## src/design/gcke_pkg.sv

```systemverilog
package gcke_pkg;

  localparam int GRID_SIDE = 128;
  localparam int ROW_W     = $clog2(GRID_SIDE);
  localparam int ADDR_W    = 2 * ROW_W;
  localparam int CELLS     = GRID_SIDE * GRID_SIDE;
  localparam int MEM_W     = 32 + 48 + 32;

  localparam int DIV_STEPS = 16;
  localparam int CNT_W     = $clog2(DIV_STEPS);
  localparam logic [CNT_W-1:0] DIV_LAST = CNT_W'(DIV_STEPS - 1);

  localparam logic [47:0] VAR_RESET = 48'd42949672960000;
  localparam logic [31:0] Q_RESET   = 32'd43;
  localparam logic [47:0] R_RESET   = 48'd429496730;

  typedef enum logic {
    CFG_PROCESS_NOISE = 1'b0,
    CFG_MEAS_NOISE    = 1'b1
  } cfg_idx_t;

  typedef enum logic [2:0] {
    MS_Q_DLO  = 3'd0,
    MS_Q_DHI  = 3'd1,
    MS_K_D    = 3'd2,
    MS_PP_C   = 3'd3,
    MS_TMP_C  = 3'd4,
    MS_R_K    = 3'd5,
    MS_TMP_K  = 3'd6
  } mul_sel_t;

  typedef struct packed {
    logic              take;
    logic              clear;
    logic [ADDR_W-1:0] clear_addr;
    logic              load_cell;
    logic              mul_en;
    mul_sel_t          mul_sel;
    logic              grow_lo;
    logic              psum;
    logic              den;
    logic              div_init;
    logic              div_step;
    logic              elev;
    logic              rnd;
    logic              a_done;
    logic              fin;
  } cmd_t;

  typedef struct packed {
    logic den_zero;
    logic pp_ge_den;
    logic out_free;
  } stat_t;

endpackage

```

## src/design/gcke_ctrl.sv

```systemverilog
module gcke_ctrl (
  input  logic           clk,
  input  logic           rst,
  input  logic           in_valid,
  output logic           in_ready,
  input  gcke_pkg::stat_t stat,
  output gcke_pkg::cmd_t  cmd
);
  import gcke_pkg::*;

  typedef enum logic [16:0] {
    S_CLEAR  = 17'b1 << 0,
    S_IDLE   = 17'b1 << 1,
    S_READ   = 17'b1 << 2,
    S_GLO    = 17'b1 << 3,
    S_GHI    = 17'b1 << 4,
    S_PSUM   = 17'b1 << 5,
    S_DEN    = 17'b1 << 6,
    S_DCHK   = 17'b1 << 7,
    S_DIV    = 17'b1 << 8,
    S_MUL_E  = 17'b1 << 9,
    S_ELEV   = 17'b1 << 10,
    S_RND_A1 = 17'b1 << 11,
    S_MUL_A2 = 17'b1 << 12,
    S_A_DONE = 17'b1 << 13,
    S_RND_B1 = 17'b1 << 14,
    S_MUL_B2 = 17'b1 << 15,
    S_FIN    = 17'b1 << 16
  } state_t;

  state_t            state, state_next;
  logic [ADDR_W-1:0] clr_cnt;
  logic [CNT_W-1:0]  div_cnt;

  assign in_ready = (state == S_IDLE);

  always_comb begin
    state_next = state;
    cmd = '0;
    cmd.mul_sel = MS_Q_DLO;
    cmd.clear_addr = clr_cnt;
    case (state)
      S_CLEAR: begin
        cmd.clear = 1'b1;
        if (clr_cnt == '1) state_next = S_IDLE;
      end
      S_IDLE: begin
        cmd.take = in_valid;
        if (in_valid) state_next = S_READ;
      end
      S_READ: begin
        cmd.load_cell = 1'b1;
        state_next = S_GLO;
      end
      S_GLO: begin
        cmd.mul_en = 1'b1;
        cmd.mul_sel = MS_Q_DLO;
        state_next = S_GHI;
      end
      S_GHI: begin
        cmd.grow_lo = 1'b1;
        cmd.mul_en = 1'b1;
        cmd.mul_sel = MS_Q_DHI;
        state_next = S_PSUM;
      end
      S_PSUM: begin
        cmd.psum = 1'b1;
        state_next = S_DEN;
      end
      S_DEN: begin
        cmd.den = 1'b1;
        state_next = S_DCHK;
      end
      S_DCHK: begin
        cmd.div_init = 1'b1;
        // zero denominator or saturated gain needs no division
        if (stat.den_zero || stat.pp_ge_den) state_next = S_MUL_E;
        else state_next = S_DIV;
      end
      S_DIV: begin
        cmd.div_step = 1'b1;
        if (div_cnt == DIV_LAST) state_next = S_MUL_E;
      end
      S_MUL_E: begin
        cmd.mul_en = 1'b1;
        cmd.mul_sel = MS_K_D;
        state_next = S_ELEV;
      end
      S_ELEV: begin
        cmd.elev = 1'b1;
        cmd.mul_en = 1'b1;
        cmd.mul_sel = MS_PP_C;
        state_next = S_RND_A1;
      end
      S_RND_A1: begin
        cmd.rnd = 1'b1;
        state_next = S_MUL_A2;
      end
      S_MUL_A2: begin
        cmd.mul_en = 1'b1;
        cmd.mul_sel = MS_TMP_C;
        state_next = S_A_DONE;
      end
      S_A_DONE: begin
        cmd.a_done = 1'b1;
        cmd.mul_en = 1'b1;
        cmd.mul_sel = MS_R_K;
        state_next = S_RND_B1;
      end
      S_RND_B1: begin
        cmd.rnd = 1'b1;
        state_next = S_MUL_B2;
      end
      S_MUL_B2: begin
        cmd.mul_en = 1'b1;
        cmd.mul_sel = MS_TMP_K;
        state_next = S_FIN;
      end
      S_FIN: begin
        // hold until the output register is free
        cmd.fin = stat.out_free;
        if (stat.out_free) state_next = S_IDLE;
      end
      default: state_next = S_IDLE;
    endcase
  end

  always_ff @(posedge clk) begin
    if (rst) begin
      state   <= S_CLEAR;
      clr_cnt <= '0;
      div_cnt <= '0;
    end else begin
      state <= state_next;
      if (state == S_CLEAR) clr_cnt <= clr_cnt + 1'b1;
      if (state == S_DIV) div_cnt <= div_cnt + 1'b1;
      else div_cnt <= '0;
    end
  end

  a_div_runs: assert property (@(posedge clk) disable iff (rst)
    (state == S_DIV && div_cnt != DIV_LAST) |=> (state == S_DIV))
    else $error("divider left early");

  a_clear_first: assert property (@(posedge clk) disable iff (rst)
    (state == S_CLEAR && clr_cnt != '1) |=> (state == S_CLEAR))
    else $error("clearing pass cut short");

endmodule

```

## config.mk

```make
export PLATFORM = sky130hd
export DESIGN_NAME = gcke_ctrl
export DESIGN_NICKNAME = d
export VERILOG_FILES = /design/src/design/gcke_pkg.sv /design/src/design/gcke_ctrl.sv
export SDC_FILE = /design/constraint.sdc
export NUM_CORES = 1
export LEC_CHECK = 0
export ABC_AREA = 0
export BUFFER_PORTS_ARGS = -buffer_cell sky130_fd_sc_hd__buf_2
export CAP_MARGIN = 20
export CELL_PAD_IN_SITES_DETAIL_PLACEMENT = 0
export CELL_PAD_IN_SITES_GLOBAL_PLACEMENT = 1
export CORE_MARGIN = 2
export CORE_UTILIZATION = 39
export CTS_CLUSTER_SIZE = 20
export DETAILED_ROUTE_END_ITERATION = 8
export PLACE_DENSITY = 0.87
export SLEW_MARGIN = 15
export SYNTH_ARGS = -nofsm -noshare
export SYNTH_HDL_FRONTEND = slang
export SYNTH_SLANG_ARGS = --single-unit
export TNS_END_PERCENT = 20
```

## constraint.sdc

```tcl
create_clock -name clk -period 2.5 [get_ports clk]
set_input_delay 0.5 -clock clk [delete_from_list [all_inputs] [get_ports clk]]
set_output_delay 0.5 -clock clk [all_outputs]
set_load 0.03 [all_outputs]
```

==> impl_metrics.csv <==
group,metric,value,unit
run_status,status,"finished clean",
cells_and_area,final_cell_area,0.00226,mm²
grt,grt.total_usage,15.9,%
pwr,p_switching,0.371,mW
hold_path,hp-class,"flip-flop to flip-flop",
grt,grt_pass1_wl,6410,µm
route,ant_nets,0,
die,die_y,70.9,µm
sta,slew-limit-headroom,73.6,%
pwr,powerDensity,570,mW/mm²
cells_and_area,fin_util,52.2,%
synthesis,synth_cells,207,
die,core,0.00432,mm²
grt,antenna_found_initial,0,
pwr,p_seq_share,47.3,%
setup_path,crit_type,"flip-flop to output port",
route,vias_per_cell,5.22,
setup_path,end_kind,"output port",
route,routed_wl,3870,µm
cells_and_area,drive_above_1_share,30.4,%
route,drc,0,
cells_and_area,num-nets-final,264,
pwr,leakage,0.977,nW
pwr,swShare,28.8,%
synthesis,synth_area,0.00175,mm²
cells_and_area,final_cell_mix,"nor2_1, buf_2, dfxtp_1",
sta,finalMaxSlewViolations,0,
synthesis,synth_flop_cell,"dfxtp_1",
sta,hold_viol,0,
pwr,power_frac_comb,17.3,%
route,drt_iter0_markers,80,
job,drv_cap,0,
placement,gp_congestion,0.809,
clock_tree,clkLatencyLatePin,290,ps
cells_and_area,syn_to_final_growth,29.1,%
synthesis,synthDistinctLibCells,40,
sta,fin_setup_tns,0,ps
synthesis,synth-seq-cells,35,
synthesis,synth_nets,215,
route,dr_wl_met3,175,µm
route,wl_met2,1760,µm
clock_tree,clkSinkCount,35,
clock_tree,holdBufCountCts,0,
die,io_pins,37,
clock_tree,cts-buffers-inserted,5,
setup_path,worstPathMaxFanout,7,
route,wl_per_cell,12.5,µm
synthesis,postSynthAreaPerCell,8.44,µm²
synthesis,synth_top_area_share,40.1,%
setup_path,worstPathRequired,2000,ps
grt,grt_max_degree,21,
pwr,power_frac_clock,35.4,%
cells_and_area,final_common_cell,"nor2_1",
die,die_w,70.9,µm
sta,period_minus_slack,2460,ps
placement,dp_hpwl,2880,µm
synthesis,synth_edf_count,0,
die,start_util,40.4,%
synthesis,synth.largest_area_cell,"dfxtp_1",
grt,overflow,0,
synthesis,yosys_warnings,0,
pwr,max-vdd-ir-drop,311,µV
die,die_area,0.00503,mm²
synthesis,async_flop_share,0,%
placement,postPlaceCellArea,0.00205,mm²
grt,grt_pass1_vias,1400,
sta,setup_ws,43.4,ps
die,num_rows,24,
cells_and_area,diodes,0,
placement,pre_cts_ws,160,ps
route,m1WireLength,1840,µm
clock_tree,cts_root_buffer,"clkbuf_8",
pwr,total_power,1.29,mW
placement,port_buffers,36,
sta,worstMarginPinSlew,395,ps
sta,rsz0062_at_grt,"yes",
clock_tree,htreeDepth,2,
setup_path,cp-start-kind,"flip-flop",
route,top_layer,"met4",
sta,min_period_over_period,98.3,%
route,dr.pass1.iters,4,
sta,fmax,407,MHz
synthesis,seq_area_frac_synth,40.1,%
clock_tree,cts_tree,"yes",
setup_path,reg2reg_setup_slack,220,ps
clock_tree,cts.reportedPaths.clkPinSlew,70,ps
sta,finalSetupViolCount,0,
clock_tree,clockBufferDepth,2,
setup_path,crit_arrival,1960,ps
cells_and_area,nFillCells,419,
route,vias,1612,
pwr,internal_power,0.915,mW
synthesis,synth.area.top_cells,"dfxtp_1, nor2_1, xor2_1",
sta,finClkSkew,8.81,ps
==> flip-flops by register name, indices dropped and copies added, names as in the netlist <==
register	count
clr_cnt	14
div_cnt	4
state	17
==> cell usage after synthesis (all sizes together) (3+ instances only) <==
library cell / number
nor4: 9
nand4: 10
buf: 4
nand3b: 4
a21oi: 6
o21ai: 4
nor2: 42
xnor2: 3
inv: 8
dfxtp: 35
or4b: 4
nand3: 8
nand4b: 4
and4: 3
nand2b: 7
nand2: 14
xor2: 15
nor3: 7
==> worst max-delay path, cell delays in order, from the launching register on <==
cell and delay, ps:
dfxtp_1 470, nor4_4 80, buf_4 140, nand3_2 150, nand4bb_1 180, or4b_4 490, buf_6 160
==> final timing paths <==
check / start / end / cells past startpoint
worst max-delay path: state[4]$_SDFFE_PP0P_ / cmd[12] / 6
worst min-delay path: div_cnt[0]$_SDFF_PP0_ / div_cnt[0]$_SDFF_PP0_ / 1
worst max register to register: state[4]$_SDFFE_PP0P_ / state[1]$_SDFFE_PP0P_ / 7
worst min register to register: div_cnt[0]$_SDFF_PP0_ / div_cnt[0]$_SDFF_PP0_ / 1
==> repair_timing <==
| action | CTS | global route |
|---|---|---|
| setup buffers | 1 | 2 |
| resized for setup | 9 | 19 |
| pin swaps | 4 | 7 |
| endpoints found under the setup margin | 5 | 10 |
==> power by group through the flow <==
stage                     Sequential, mW  Combinational [mW]  Clock [mW]
after global placement             0.617               0.210           0
after global routing               0.612               0.243       0.492
after floorplan                    0.642               0.124           0
after detailed placement           0.617               0.212           0
after CTS                          0.607               0.215       0.474
final                              0.608               0.223       0.455
==> through the flow <==
step	hold WS [ps]	std cells
final	452	309
after global routing	471	309
after CTS	453	307
after detailed placement	439	298
after global placement	432	298
after floorplan	418	207
==> routing by layer <==
layer / global-route usage (%) / vias up
met5: 0 / -
met4: 5.87 / 0
met3: 4.42 / 12
met2: 24.6 / 41
met1: 21.4 / 739
li1: - / 820
==> cells by family (layout without fill, tap and decap cells) <==
group           count (synthesis)  count (layout)  synth area share [%]
compound gates                 14              14                  4.58
xor+xnor                       18              18                  9.02
fa+ha+maj                       2               2                  1.43
buf+inv                        14              64                  3.79
flops                          35              35                  40.1
simple gates                  124             124                  41.1
==> area by class of cell <==
| type | count | area (µm²) | share of cell area [%] |
|---|---|---|---|
| clock buffer | 7 | 96.3 | 4.27 |
| clock inverter | 1 | 7.51 | 0.333 |
| inverter | 8 | 30.0 | 1.33 |
| multi-input combinational | 158 | 1050 | 46.6 |
| sequential | 35 | 708 | 31.4 |
| tap | 52 | 65.1 | 2.88 |
| timing repair buffer | 48 | 297 | 13.1 |
Note: power is estimated with default switching activity, not from simulation.
